--- src/rtl/mfp_pkg.sv ---
// types, constants and interface structs shared by the frame parser modules
`timescale 1ns / 1ps

package mfp_pkg;

  // field widths
  localparam int PORT_W      = 2;
  localparam int BYTE_W      = 8;
  localparam int SIZE_W      = 7;
  localparam int INDEX_W     = 6;
  localparam int IN_TDATA_W  = 16;
  localparam int OUT_TDATA_W = 32;

  // defaults for the top-level parameters
  localparam int DEF_PORTS       = 4;
  localparam int DEF_MAX_PAYLOAD = 64;

  // depth of the frame queue between front and back
  localparam int Q_DEPTH = 2;

  // header bytes
  localparam logic [BYTE_W-1:0] HDR_DOLLAR = 8'h24;
  localparam logic [BYTE_W-1:0] HDR_M      = 8'h4D;
  localparam logic [BYTE_W-1:0] HDR_ARROW  = 8'h3C;

  typedef enum logic [2:0] {
    PH_IDLE,
    PH_DOLLAR,
    PH_M,
    PH_ARROW,
    PH_CMD,
    PH_DATA
  } phase_t;

  typedef enum logic [1:0] {
    B_IDLE,
    B_READ,
    B_OUT
  } back_state_t;

  // one checked frame waiting to be sent out
  typedef struct packed {
    logic [PORT_W-1:0] port;
    logic [BYTE_W-1:0] command;
    logic [SIZE_W-1:0] size;
  } frame_desc_t;

  // payload store write from the front
  typedef struct packed {
    logic               en;
    logic [PORT_W-1:0]  port;
    logic [INDEX_W-1:0] idx;
    logic [BYTE_W-1:0]  data;
  } mem_wr_t;

  // back has sent the last result of a port's frame
  typedef struct packed {
    logic              valid;
    logic [PORT_W-1:0] port;
  } frame_done_t;

endpackage

--- src/rtl/mfp_front.sv ---
// per-port header hunt, size and checksum tracking, payload capture
`timescale 1ns / 1ps

module mfp_front #(
  parameter int PORTS       = mfp_pkg::DEF_PORTS,
  parameter int MAX_PAYLOAD = mfp_pkg::DEF_MAX_PAYLOAD
) (
  input  logic                        clk,
  input  logic                        rst_n,
  input  logic                        in_valid,
  output logic                        in_ready,
  input  logic [mfp_pkg::PORT_W-1:0]  in_port,
  input  logic [mfp_pkg::BYTE_W-1:0]  in_byte,
  input  logic                        q_full,
  output logic                        push,
  output mfp_pkg::frame_desc_t        push_desc,
  output mfp_pkg::mem_wr_t            wr,
  input  mfp_pkg::frame_done_t        done
);

  localparam int PIW = (PORTS > 1) ? $clog2(PORTS) : 1;

  mfp_pkg::phase_t              phase_r [PORTS];
  logic [mfp_pkg::SIZE_W-1:0]   size_r  [PORTS];
  logic [mfp_pkg::SIZE_W-1:0]   taken_r [PORTS];
  logic [mfp_pkg::BYTE_W-1:0]   xor_r   [PORTS];
  logic [mfp_pkg::BYTE_W-1:0]   cmd_r   [PORTS];
  logic [PORTS-1:0]             busy_r;
  logic [PORTS-1:0]             busy_nxt;

  logic [PIW-1:0]               sel;
  logic                         port_ok;
  logic                         accept;
  logic                         has_room;
  logic                         size_ok;
  mfp_pkg::phase_t              cur_phase;
  mfp_pkg::phase_t              phase_nxt;
  logic [mfp_pkg::SIZE_W-1:0]   cur_size;
  logic [mfp_pkg::SIZE_W-1:0]   cur_taken;
  logic [mfp_pkg::BYTE_W-1:0]   cur_xor;
  logic [mfp_pkg::BYTE_W-1:0]   cur_cmd;

  assign sel       = PIW'(in_port);
  assign port_ok   = (32'(in_port) < PORTS);
  assign cur_phase = phase_r[sel];
  assign cur_size  = size_r[sel];
  assign cur_taken = taken_r[sel];
  assign cur_xor   = xor_r[sel];
  assign cur_cmd   = cmd_r[sel];
  assign has_room  = (cur_taken < cur_size) &&
                     (cur_taken < mfp_pkg::SIZE_W'(MAX_PAYLOAD));
  assign size_ok   = (in_byte <= mfp_pkg::BYTE_W'(MAX_PAYLOAD));

  // a port whose last frame is still being sent holds off, so its payload stays intact
  assign in_ready = !port_ok || (!busy_r[sel] && !q_full);
  assign accept   = in_valid && in_ready && port_ok;

  always_comb begin
    phase_nxt = cur_phase;
    case (cur_phase)
      mfp_pkg::PH_IDLE: begin
        phase_nxt = (in_byte == mfp_pkg::HDR_DOLLAR) ? mfp_pkg::PH_DOLLAR : mfp_pkg::PH_IDLE;
      end
      mfp_pkg::PH_DOLLAR: begin
        phase_nxt = (in_byte == mfp_pkg::HDR_M) ? mfp_pkg::PH_M : mfp_pkg::PH_IDLE;
      end
      mfp_pkg::PH_M: begin
        phase_nxt = (in_byte == mfp_pkg::HDR_ARROW) ? mfp_pkg::PH_ARROW : mfp_pkg::PH_IDLE;
      end
      mfp_pkg::PH_ARROW: begin
        phase_nxt = size_ok ? mfp_pkg::PH_CMD : mfp_pkg::PH_IDLE;
      end
      mfp_pkg::PH_CMD: begin
        phase_nxt = mfp_pkg::PH_DATA;
      end
      mfp_pkg::PH_DATA: begin
        phase_nxt = has_room ? mfp_pkg::PH_DATA : mfp_pkg::PH_IDLE;
      end
      default: begin
        phase_nxt = mfp_pkg::PH_IDLE;
      end
    endcase
  end

  always_comb begin
    wr.en             = 1'b0;
    wr.port           = in_port;
    wr.idx            = cur_taken[mfp_pkg::INDEX_W-1:0];
    wr.data           = in_byte;
    push              = 1'b0;
    push_desc.port    = in_port;
    push_desc.command = cur_cmd;
    push_desc.size    = cur_size;
    if (accept && (cur_phase == mfp_pkg::PH_DATA)) begin
      if (has_room) begin
        wr.en = 1'b1;
      end else if (cur_xor == in_byte) begin
        push = 1'b1;
      end
    end
  end

  // a port turns busy when its frame is queued and free once its last result is sent
  always_comb begin
    busy_nxt = busy_r;
    if (push) begin
      busy_nxt[sel] = 1'b1;
    end
    if (done.valid) begin
      busy_nxt[PIW'(done.port)] = 1'b0;
    end
  end

  always_ff @(posedge clk) begin
    if (!rst_n) begin
      for (int i = 0; i < PORTS; i++) begin
        phase_r[i] <= mfp_pkg::PH_IDLE;
        size_r[i]  <= '0;
        taken_r[i] <= '0;
        xor_r[i]   <= '0;
        cmd_r[i]   <= '0;
      end
      busy_r <= '0;
    end else begin
      if (accept) begin
        phase_r[sel] <= phase_nxt;
        case (cur_phase)
          mfp_pkg::PH_ARROW: begin
            if (size_ok) begin
              size_r[sel]  <= in_byte[mfp_pkg::SIZE_W-1:0];
              taken_r[sel] <= '0;
              xor_r[sel]   <= in_byte;
            end
          end
          mfp_pkg::PH_CMD: begin
            cmd_r[sel] <= in_byte;
            xor_r[sel] <= cur_xor ^ in_byte;
          end
          mfp_pkg::PH_DATA: begin
            if (has_room) begin
              xor_r[sel]   <= cur_xor ^ in_byte;
              taken_r[sel] <= cur_taken + 7'd1;
            end
          end
          default: begin
          end
        endcase
      end
      busy_r <= busy_nxt;
    end
  end

endmodule

--- src/rtl/mfp_queue.sv ---
// small fifo of checked frames between front and back
`timescale 1ns / 1ps

module mfp_queue (
  input  logic                 clk,
  input  logic                 rst_n,
  input  logic                 push,
  input  mfp_pkg::frame_desc_t push_desc,
  input  logic                 pop,
  output mfp_pkg::frame_desc_t head,
  output logic                 full,
  output logic                 empty
);

  localparam int AW = (mfp_pkg::Q_DEPTH > 1) ? $clog2(mfp_pkg::Q_DEPTH) : 1;

  mfp_pkg::frame_desc_t entries_r [mfp_pkg::Q_DEPTH];
  logic [AW-1:0]        wr_ptr_r;
  logic [AW-1:0]        rd_ptr_r;
  logic [AW:0]          count_r;

  assign full  = (count_r == (AW+1)'(mfp_pkg::Q_DEPTH));
  assign empty = (count_r == '0);
  assign head  = entries_r[rd_ptr_r];

  always_ff @(posedge clk) begin
    if (push) begin
      entries_r[wr_ptr_r] <= push_desc;
    end
  end

  // queue depth is a power of two, pointers wrap on their own
  always_ff @(posedge clk) begin
    if (!rst_n) begin
      wr_ptr_r <= '0;
      rd_ptr_r <= '0;
      count_r  <= '0;
    end else begin
      if (push) begin
        wr_ptr_r <= wr_ptr_r + 1'b1;
      end
      if (pop) begin
        rd_ptr_r <= rd_ptr_r + 1'b1;
      end
      case ({push, pop})
        2'b10:   count_r <= count_r + 1'b1;
        2'b01:   count_r <= count_r - 1'b1;
        default: count_r <= count_r;
      endcase
    end
  end

endmodule

--- src/rtl/mfp_back.sv ---
// payload store and result sequencer that sends each checked frame byte by byte
`timescale 1ns / 1ps

module mfp_back #(
  parameter int PORTS       = mfp_pkg::DEF_PORTS,
  parameter int MAX_PAYLOAD = mfp_pkg::DEF_MAX_PAYLOAD
) (
  input  logic                        clk,
  input  logic                        rst_n,
  input  mfp_pkg::mem_wr_t            wr,
  input  logic                        q_empty,
  input  mfp_pkg::frame_desc_t        q_head,
  output logic                        q_pop,
  output mfp_pkg::frame_done_t        done,
  output logic                        out_valid,
  input  logic                        out_ready,
  output logic [mfp_pkg::PORT_W-1:0]  out_src_port,
  output logic [mfp_pkg::BYTE_W-1:0]  out_command,
  output logic [mfp_pkg::SIZE_W-1:0]  out_payload_size,
  output logic [mfp_pkg::INDEX_W-1:0] out_byte_index,
  output logic [mfp_pkg::BYTE_W-1:0]  out_payload_byte,
  output logic                        out_last
);

  localparam int PIW    = (PORTS > 1) ? $clog2(PORTS) : 1;
  localparam int IW     = (MAX_PAYLOAD > 1) ? $clog2(MAX_PAYLOAD) : 1;
  localparam int AW     = PIW + IW;
  localparam int MDEPTH = 1 << AW;

  logic [mfp_pkg::BYTE_W-1:0] payload_mem [MDEPTH];
  logic [mfp_pkg::BYTE_W-1:0] rd_data_r;
  logic [AW-1:0]              rd_addr;
  logic [AW-1:0]              wr_addr;

  mfp_pkg::back_state_t       state_r;
  mfp_pkg::back_state_t       state_nxt;
  mfp_pkg::frame_desc_t       desc_r;
  logic [mfp_pkg::SIZE_W-1:0] cnt_r;
  logic                       last_c;
  logic                       empty_frame;

  assign rd_addr     = {PIW'(desc_r.port), IW'(cnt_r)};
  assign wr_addr     = {PIW'(wr.port), IW'(wr.idx)};
  assign empty_frame = (desc_r.size == '0);
  assign last_c      = empty_frame || ((cnt_r + 7'd1) == desc_r.size);

  always_ff @(posedge clk) begin
    if (wr.en) begin
      payload_mem[wr_addr] <= wr.data;
    end
    rd_data_r <= payload_mem[rd_addr];
  end

  always_comb begin
    state_nxt = state_r;
    case (state_r)
      mfp_pkg::B_IDLE: begin
        if (!q_empty) begin
          state_nxt = mfp_pkg::B_READ;
        end
      end
      mfp_pkg::B_READ: begin
        state_nxt = mfp_pkg::B_OUT;
      end
      mfp_pkg::B_OUT: begin
        if (out_ready) begin
          state_nxt = last_c ? mfp_pkg::B_IDLE : mfp_pkg::B_READ;
        end
      end
      default: begin
        state_nxt = mfp_pkg::B_IDLE;
      end
    endcase
  end

  always_comb begin
    q_pop      = (state_r == mfp_pkg::B_IDLE) && !q_empty;
    out_valid  = (state_r == mfp_pkg::B_OUT);
    done.valid = out_valid && out_ready && last_c;
    done.port  = desc_r.port;
  end

  always_ff @(posedge clk) begin
    if (!rst_n) begin
      state_r <= mfp_pkg::B_IDLE;
      cnt_r   <= '0;
    end else begin
      state_r <= state_nxt;
      if (q_pop) begin
        cnt_r <= '0;
      end else if (out_valid && out_ready && !last_c) begin
        cnt_r <= cnt_r + 7'd1;
      end
    end
  end

  always_ff @(posedge clk) begin
    if (q_pop) begin
      desc_r <= q_head;
    end
  end

  assign out_src_port     = desc_r.port;
  assign out_command      = desc_r.command;
  assign out_payload_size = desc_r.size;
  assign out_byte_index   = cnt_r[mfp_pkg::INDEX_W-1:0];
  assign out_payload_byte = empty_frame ? '0 : rd_data_r;
  assign out_last         = last_c;

endmodule

--- src/rtl/msp_frame_parser_top.sv ---
// top level of the serial-protocol frame parser: front, frame queue and back
`timescale 1ns / 1ps

// Receive-side frame parser with one independent parser per serial port.
// Input stream: one received byte per transfer, tagged with its port. Bytes on
// ports at or above PORTS are taken and ignored.
// Output stream: one transfer per payload byte of each frame whose header, size
// and checksum are good (one transfer for an empty payload), tlast on the final
// one. Bad frames vanish without a trace.
// Throughput: the front takes one byte per cycle. A byte for a port whose
// previous frame has not been sent out completely, or any byte for a port
// below PORTS while the two-entry frame queue is full, waits with tready low.
// Order: a checked frame is queued; the back pops it, reads the payload store
// in B_READ and presents the result in B_OUT. Each further result goes back
// through B_READ once the one before is taken, as the store read is registered.
// Reset (synchronous, active low) puts every port back to hunting for '$',
// empties the queue and drops any frame being sent; the payload store itself
// is not cleared. A stalled receiver holds the back on the current result while
// the front goes on parsing the other ports until the frame queue is full.

module msp_frame_parser_top #(
  parameter int PORTS       = mfp_pkg::DEF_PORTS,
  parameter int MAX_PAYLOAD = mfp_pkg::DEF_MAX_PAYLOAD
) (
  input  logic                            clk,
  input  logic                            rst_n,
  input  logic                            in_tvalid,
  output logic                            in_tready,
  // [1:0] port, [9:2] rx_byte, [15:10] zero
  input  logic [mfp_pkg::IN_TDATA_W-1:0]  in_tdata,
  output logic                            out_tvalid,
  input  logic                            out_tready,
  // [1:0] src_port, [9:2] command, [16:10] payload_size, [22:17] byte_index,
  // [30:23] payload_byte, [31] zero
  output logic [mfp_pkg::OUT_TDATA_W-1:0] out_tdata,
  output logic                            out_tlast
);

  logic                        push;
  mfp_pkg::frame_desc_t        push_desc;
  mfp_pkg::mem_wr_t            wr;
  mfp_pkg::frame_done_t        done;
  logic                        q_full;
  logic                        q_empty;
  logic                        q_pop;
  mfp_pkg::frame_desc_t        q_head;

  logic [mfp_pkg::PORT_W-1:0]  src_port;
  logic [mfp_pkg::BYTE_W-1:0]  command;
  logic [mfp_pkg::SIZE_W-1:0]  payload_size;
  logic [mfp_pkg::INDEX_W-1:0] byte_index;
  logic [mfp_pkg::BYTE_W-1:0]  payload_byte;

  mfp_front #(
    .PORTS       (PORTS),
    .MAX_PAYLOAD (MAX_PAYLOAD)
  ) u_front (
    .clk       (clk),
    .rst_n     (rst_n),
    .in_valid  (in_tvalid),
    .in_ready  (in_tready),
    .in_port   (in_tdata[1:0]),
    .in_byte   (in_tdata[9:2]),
    .q_full    (q_full),
    .push      (push),
    .push_desc (push_desc),
    .wr        (wr),
    .done      (done)
  );

  mfp_queue u_queue (
    .clk       (clk),
    .rst_n     (rst_n),
    .push      (push),
    .push_desc (push_desc),
    .pop       (q_pop),
    .head      (q_head),
    .full      (q_full),
    .empty     (q_empty)
  );

  mfp_back #(
    .PORTS       (PORTS),
    .MAX_PAYLOAD (MAX_PAYLOAD)
  ) u_back (
    .clk              (clk),
    .rst_n            (rst_n),
    .wr               (wr),
    .q_empty          (q_empty),
    .q_head           (q_head),
    .q_pop            (q_pop),
    .done             (done),
    .out_valid        (out_tvalid),
    .out_ready        (out_tready),
    .out_src_port     (src_port),
    .out_command      (command),
    .out_payload_size (payload_size),
    .out_byte_index   (byte_index),
    .out_payload_byte (payload_byte),
    .out_last         (out_tlast)
  );

  assign out_tdata = {1'b0, payload_byte, byte_index, payload_size, command, src_port};

  // a frame is queued only when there is room for it
  assert property (@(posedge clk) disable iff (!rst_n) push |-> !q_full)
    else $error("frame pushed into full queue");

  // the checksum byte never also writes the payload store
  assert property (@(posedge clk) disable iff (!rst_n) !(push && wr.en))
    else $error("payload write and frame push in the same cycle");

  // a port cannot queue a new frame in the cycle its old one finishes sending
  assert property (@(posedge clk) disable iff (!rst_n)
    (push && done.valid) |-> (push_desc.port != done.port))
    else $error("frame push on a port that is still being sent");

  // an empty frame is a single result that closes the frame
  assert property (@(posedge clk) disable iff (!rst_n)
    (out_tvalid && (payload_size == '0)) |-> (out_tlast && (byte_index == '0)))
    else $error("empty frame result without last or with nonzero index");

endmodule
--- config.mk ---
export PLATFORM = sky130hd
export DESIGN_NAME = msp_frame_parser_top
export DESIGN_NICKNAME = d
export VERILOG_FILES = /design/src/rtl/mfp_pkg.sv /design/src/rtl/mfp_front.sv /design/src/rtl/mfp_queue.sv /design/src/rtl/mfp_back.sv /design/src/rtl/msp_frame_parser_top.sv
export SDC_FILE = /design/constraint.sdc
export NUM_CORES = 2
export LEC_CHECK = 0
export BUFFER_PORTS_ARGS = -buffer_cell sky130_fd_sc_hd__buf_2
export CORE_MARGIN = 2
export CORE_UTILIZATION = 45
export DETAILED_ROUTE_END_ITERATION = 10
export PLACE_DENSITY = 0.62
export SLEW_MARGIN = 20
export SYNTH_ARGS = -nofsm -noshare
export SYNTH_HDL_FRONTEND = slang
export SYNTH_SLANG_ARGS = --single-unit
export TNS_END_PERCENT = 30
--- constraint.sdc ---
create_clock -name clk -period 4.8 [get_ports clk]
set_clock_uncertainty 0.2 [all_clocks]
set_input_delay 0 -clock clk [delete_from_list [all_inputs] [get_ports clk]]
set_output_delay 0 -clock clk [all_outputs]
set_load 0.03 [all_outputs]
Word-level counts from Yosys, hierarchy flattened. Memory sizes are Yosys's and may differ from the RTL's. A register that Yosys moved wholly into a read port is not among the register bits. Index checks and enable logic that the tools add are counted.

Word-level logic and storage cells: 142. Memories kept: 7. Output and inout bits: 35. Flip-flop bits (word level): 17. Memory bits (writable): 2214.

Order comparisons: 7. Muxes and demuxes: 64. Reduce and logical (&&, ||, !) cells: 27. Bitwise operators: 8. Add/sub/neg operators: 6. Equality and inequality tests: 17.

Memories: u_back.payload_mem (words 256, bits a word 8, rd ports 1, clocked after Yosys merged registers in 1, wr ports 1, line mfp_back.sv:30) `logic [mfp_pkg::BYTE_W-1:0] payload_mem [MDEPTH];`; u_queue.entries_r (words 2, bits a word 17, rd ports 1, clocked after Yosys merged registers in 1, wr ports 1, line mfp_queue.sv:17) `mfp_pkg::frame_desc_t entries_r [mfp_pkg::Q_DEPTH];`; u_front.cmd_r (words 4, bits a word 8, rd ports 1, clocked after Yosys merged registers in 0, wr ports 4, line mfp_front.sv:27) `logic [mfp_pkg::BYTE_W-1:0] cmd_r [PORTS];`; u_front.xor_r (words 4, bits a word 8, rd ports 1, clocked after Yosys merged registers in 0, wr ports 4, line mfp_front.sv:26) `logic [mfp_pkg::BYTE_W-1:0] xor_r [PORTS];`; u_front.size_r (words 4, bits a word 7, rd ports 1, clocked after Yosys merged registers in 0, wr ports 4, line mfp_front.sv:24) `logic [mfp_pkg::SIZE_W-1:0] size_r [PORTS];`; u_front.taken_r (words 4, bits a word 7, rd ports 1, clocked after Yosys merged registers in 0, wr ports 4, line mfp_front.sv:25) `logic [mfp_pkg::SIZE_W-1:0] taken_r [PORTS];`; 1 more memories.

Operators by type and width (count): 8-bit 2-to-1 mux (5); 1-bit 2-to-1 mux (36); 7-bit 2-to-1 mux (3); 2-bit 2-to-1 mux (9); 3-bit case mux with 6 select lines (1); 8-bit by 6-bit == test with 1-bit output, second input constant (2); 8-bit OR reduction (2); 7-bit by 1-bit adder with 7-bit output, second input constant (2); 7-bit OR reduction (2); 1-bit logical AND (10); 3-bit 2-to-1 mux (3); 8-bit by 7-bit == test with 1-bit output, second input constant (1); 8-bit == test (1); 8-bit by 7-bit <= comparator with 1-bit output, second input constant (1); 4-bit 2-to-1 mux (2); 8-bit XOR (1); 7-bit == test (1); 7-bit logical NOT (1); 7-bit less-than comparator (1); 7-bit less-than comparator, second input constant (1); 2-bit == test, second input constant (3); 3-bit by 2-bit == test with 1-bit output, second input constant (2); 3-bit == test, second input constant (2); 2-bit by 3-bit less-than comparator with 1-bit output, second input constant (2); 25 further kinds (35).

Logic depth before layout (Yosys ltp).
Word-level depth: 12. Gate-level depth with buffers: 17.

Hierarchy. From an unflattened synthesis, not the netlist that was laid out.

Cells, all modules: 4437. Area total of the unflattened synthesis: 88965.3 um2.

By module, submodules not included: mfp_back (area each 80664.9 um2, instances 1, cells an instance 3843, seq. area each 62349.8 um2); mfp_front (area each 6850.3 um2, instances 1, cells an instance 517, seq. area each 4043.9 um2); mfp_queue (area each 1438.9 um2, instances 1, cells an instance 75, seq. area each 1121.1 um2); msp_frame_parser_top (area each 11.3 um2, instances 1, cells an instance 2, seq. area each 0.0 um2).

Least setup slack after synthesis. Ideal clock, no wire load.

Path kind: input port to flip-flop. Start point: in in_tdata[0] (netlist name). End point: mem u_back.payload_mem[167][0] (netlist name) (enable). Stages: 16. Library setup time: 370 ps. Path slack: 403 ps. Path buffers: 6. Arrival: 3827 ps. Path through: buf_6 -> buf_6 -> buf_2 -> buf_1 -> mux4_2 -> inv_1 -> ha_1 -> and4_1 -> and3_1 -> a221oi_2 -> and3_1 -> buf_4 -> and3b_2 -> nand2_2 -> buf_2 -> nor2_1.

RTL lines: start, declared (line msp_frame_parser_top.sv:30) `input logic [mfp_pkg::IN_TDATA_W-1:0] in_tdata,`; end, declared (line mfp_back.sv:30).

==> metrics.md <==
| Metric | Value |
|---|---|
| Final Max Slew Viols | `0` |
| Synth async-reset ratio | `0` |
| GRT overflow | `0` |
| Worst-path fanout max | `10` |
| Slew @ Worst Pin | `1.263 ns` |
| Root buffer cell | `clkbuf_16` |
| GRT Util Overall | `0.2384` |
| Die Height | `449.4 µm` |
| First-pass GRT wire length | `346.3 mm` |
| Initial antenna violation count | `11` |
| CTS tree | `built` |
| Synth Instances | `4,771` |
| Min-Delay Endpoint | `u_front.phase_r[3][1]` |
| Crit start category | `flop` |
| Layout Utilization | `0.5212` |
| Remaining DRCs | `0` |
| Post-synth cell types | `76` |
| Placeable Area | `197,200 µm²` |
| Fmax | `226.4 MHz` |
| Worst setup margin | `0.3831 ns` |
| Reg2Reg Depth | `8` |
| WL per Instance | `30.15 µm` |
| Share of layout cells above drive strength 1 | `0.2327` |
| Reg2reg start | `u_back.out_src_port[1]` |
| Fin Hold WS | `0.08420 ns` |
| WP data arrival | `4.97 ns` |
| Yosys warning count | `0` |
| Synth-to-Final Area Change | `15.12%` |
| Post-route minimum period | `4.417 ns` |
| Crit. End Element | `flop` |
| Clk Latency, worst-skew pair | `0.87 ns` |
| Starting Density | `0.4528` |
| Fin crit share | `0.9202` |
| Clock transition at the registers of the reported paths | `0.06 ns` |
| Setup_tns | `0 ns` |
| Gpl congestion | `0.8688` |
| Pwr per Cell Area | `386.3 nW/µm²` |
| Top cell type's share of synthesized area | `0.7503` |
| Pre-antenna DRT Iters | `5` |
| Status | `completed` |
| Nets | `5,277` |
| Rel. slew slack | `0.1579` |
| # fillers | `15,572` |
| Count of final hold-check violations | `0` |
| Vias per std cell | `5.978` |
| Detail Route Antenna Nets | `0` |
| Post-synth top cells | `2,231 x edfxtp_1, 434 x nor2_1, 398 x mux2i_1, 360 x mux4_2, 161 x o221ai_1` |
| Post-CTS Setup Inserts | `0` |
| Pleak | `31.97 nW` |
| Worst setup path class | `reg -> reg` |
| Inserted Clock Buffers | `217` |
| Critical Path RT | `5.35 ns` |
| HP Start | `rst_n` |
| Final setup violation count | `0` |
| Syn_nets | `4,803` |
| Syn Area/Cell | `18.72 µm²` |
| Die Area | `202,000 µm²` |
| Reg2Reg Capture Point | `u_back.rd_data_r[0]` |
| Routed vias | `48,193` |
| Ranking of synthesized cells by area | `edfxtp_1 75%, mux4_2 9.1%, mux2i_1 4.5%` |
| #FFs+latches synth | `2,256` |
| 1st-iter DRT viols | `6,262` |
| Clock Tree Buf Depth | `3` |
| RSZ-0062 raised after global routing | `no` |
| Dpl cells | `7,642` |
| HPWL Detailed | `152.8 mm` |
| Fin cells | `8,062` |
| Post-synth EDFFs | `2,231` |
| Most common cell in the netlist | `edfxtp_1` |
| H-tree depth | `4` |
| Clock sink count | `2,256` |
| Leading area contributor after synthesis | `edfxtp_1` |
| Vias in the first global route | `47,904` |
| Largest net degree at the start of global routing | `126` |
| Cell row count | `163` |
| IR drop worst, VDD | `0.3289 mV` |
| Post-place setup slack | `0.1868 ns` |
| Reg2reg setup slack | `0.38 ns` |
| Die Width | `449.4 µm` |
| Cts hold-fix bufs | `23` |
| Max_cap viols | `0` |
| Num ports | `55` |
| Synth Flop Type | `edfxtp_1` |
| PortBufs | `47` |
| Cell area after synthesis | `89,290 µm²` |
| Final WL | `243.0 mm` |
| Hold Crit Class | `in -> reg` |
| Hold path depth | `3` |
| Seq/Total Area, Yosys | `0.7559` |
| Post-cts resize count | `0` |
## cell families (layout without fill, tap and decap cells)
| group | count (synthesis) | in the layout | share of synthesized area |
|---|---|---|---|
| compound gates | 520 | 520 | 0.04030 |
| xor+xnor | 30 | 30 | 0.002943 |
| fa+ha+maj | 12 | 12 | 0.001681 |
| buf+inv | 353 | 1002 | 0.01956 |
| flops | 2256 | 2256 | 0.7559 |
| mux | 781 | 781 | 0.1383 |
| other cells | 1 | 3 | 0.00004200 |
| simple gates | 818 | 818 | 0.04125 |
## critical path: stages, from the launching register on
cell and delay, ns:
edfxtp_1 1.19, buf_4 0.34, nor4bb_1 0.75, nand2_1 0.24, nor3_1 0.80, o22ai_1 0.23, nand3_1 0.17, or3_1 0.28
nor3_1 0.10
## cell usage in the layout (no fill, tap or decap), types with 14 or more instances in the layout
cell type and count:
o22ai_1 92, mux4_2 360, a21oi_1 121, nor4_1 26
nand2_2 18, inv_1 58, or3_1 16, nor3_1 85
bufinv_16 28, buf_12 31, dlygate4sd3_1 21, xnor2_1 25
nor2b_1 18, nor2_1 434, nand3_1 41, o21ai_0 58
nand2b_1 14, mux2_2 23, clkinv_1 48, nand2_1 99
dfxtp_1 19, clkbuf_16 222, o221ai_1 161, mux2i_1 398
clkinv_2 33, edfxtp_1 2231, clkbuf_1 40, buf_2 39
and2_1 21, buf_4 449
## routing by layer
| layer | vias up | wire, µm | GRT usage |
|---|---|---|---|
| li1 | 20313 | - | - |
| met1 | 25190 | 99630 | 0.3386 |
| met2 | 2326 | 114100 | 0.3742 |
| met3 | 362 | 21080 | 0.04215 |
| met4 | 2 | 8237 | 0.08023 |
| met5 | - | 20 | 0 |
## worst max-delay path by stage
stage	from	endpoint	slack, ns	cells after the start
3_3_place_gp	in_tdata[0]	u_back.payload_mem[51][4]	0.27	12
2_1_floorplan	in_tdata[0]	u_back.payload_mem[167][0]	0.40	16
4_1_cts	u_back.cnt_r[0]	out_tlast	0.51	9
5_1_grt	in_tdata[0]	u_back.payload_mem[183][3]	0.20	13
6_report	u_back.out_src_port[1]	u_back.rd_data_r[0]	0.38	8
3_5_place_dp	in_tdata[0]	u_back.payload_mem[183][0]	0.19	12
## flip-flops by register name, indices dropped and copies added, names as in the netlist
register and cells:
u_back.payload_mem 2048, u_queue.rd_ptr_r 1, u_front.busy_r 4, u_front.phase_r 12, u_queue.entries_r 34, u_back.cnt_r 7, u_back.out_src_port 2, u_front.taken_r 28
u_front.xor_r 32, u_back.state_r 2, u_back.rd_data_r 8, u_queue.wr_ptr_r 1, u_queue.count_r 2, u_front.cmd_r 32, u_back.out_payload_size 7, u_front.size_r 28
u_back.out_command 8
## through the flow
| stage | instance area, µm² | total power, W |
|---|---|---|
| finish | 102800 | 0.03971 |
| global route | 102800 | 0.04069 |
| CTS | 102800 | 0.03992 |
| detailed placement | 95410 | 0.02295 |
| global placement | 95400 | 0.02292 |
| floorplan | 89290 | 0.02236 |
## cell type report
class                           instances  area [µm²]  area share
Sequential cell                      2256       67510      0.6568
Multi-Input combinational cell       2162       20110      0.1956
Clock buffer                          262        5705     0.05551
Timing Repair Buffer                  548        4517     0.04394
Tap cell                             2640        3303     0.03213
Clock inverter                        132        1406     0.01368
Inverter                               60       232.7    0.002264
Antenna cell                            2       5.005  0.00004869
## power breakdown
| group | total [W] | switching, W | internal [W] |
|---|---|---|---|
| Sequential | 0.0217 | 0.0000162 | 0.0217 |
| Clock | 0.0172 | 0.00724 | 0.00993 |
| Combinational | 0.000835 | 0.000672 | 0.000163 |
(Power assumes the default switching activity.)
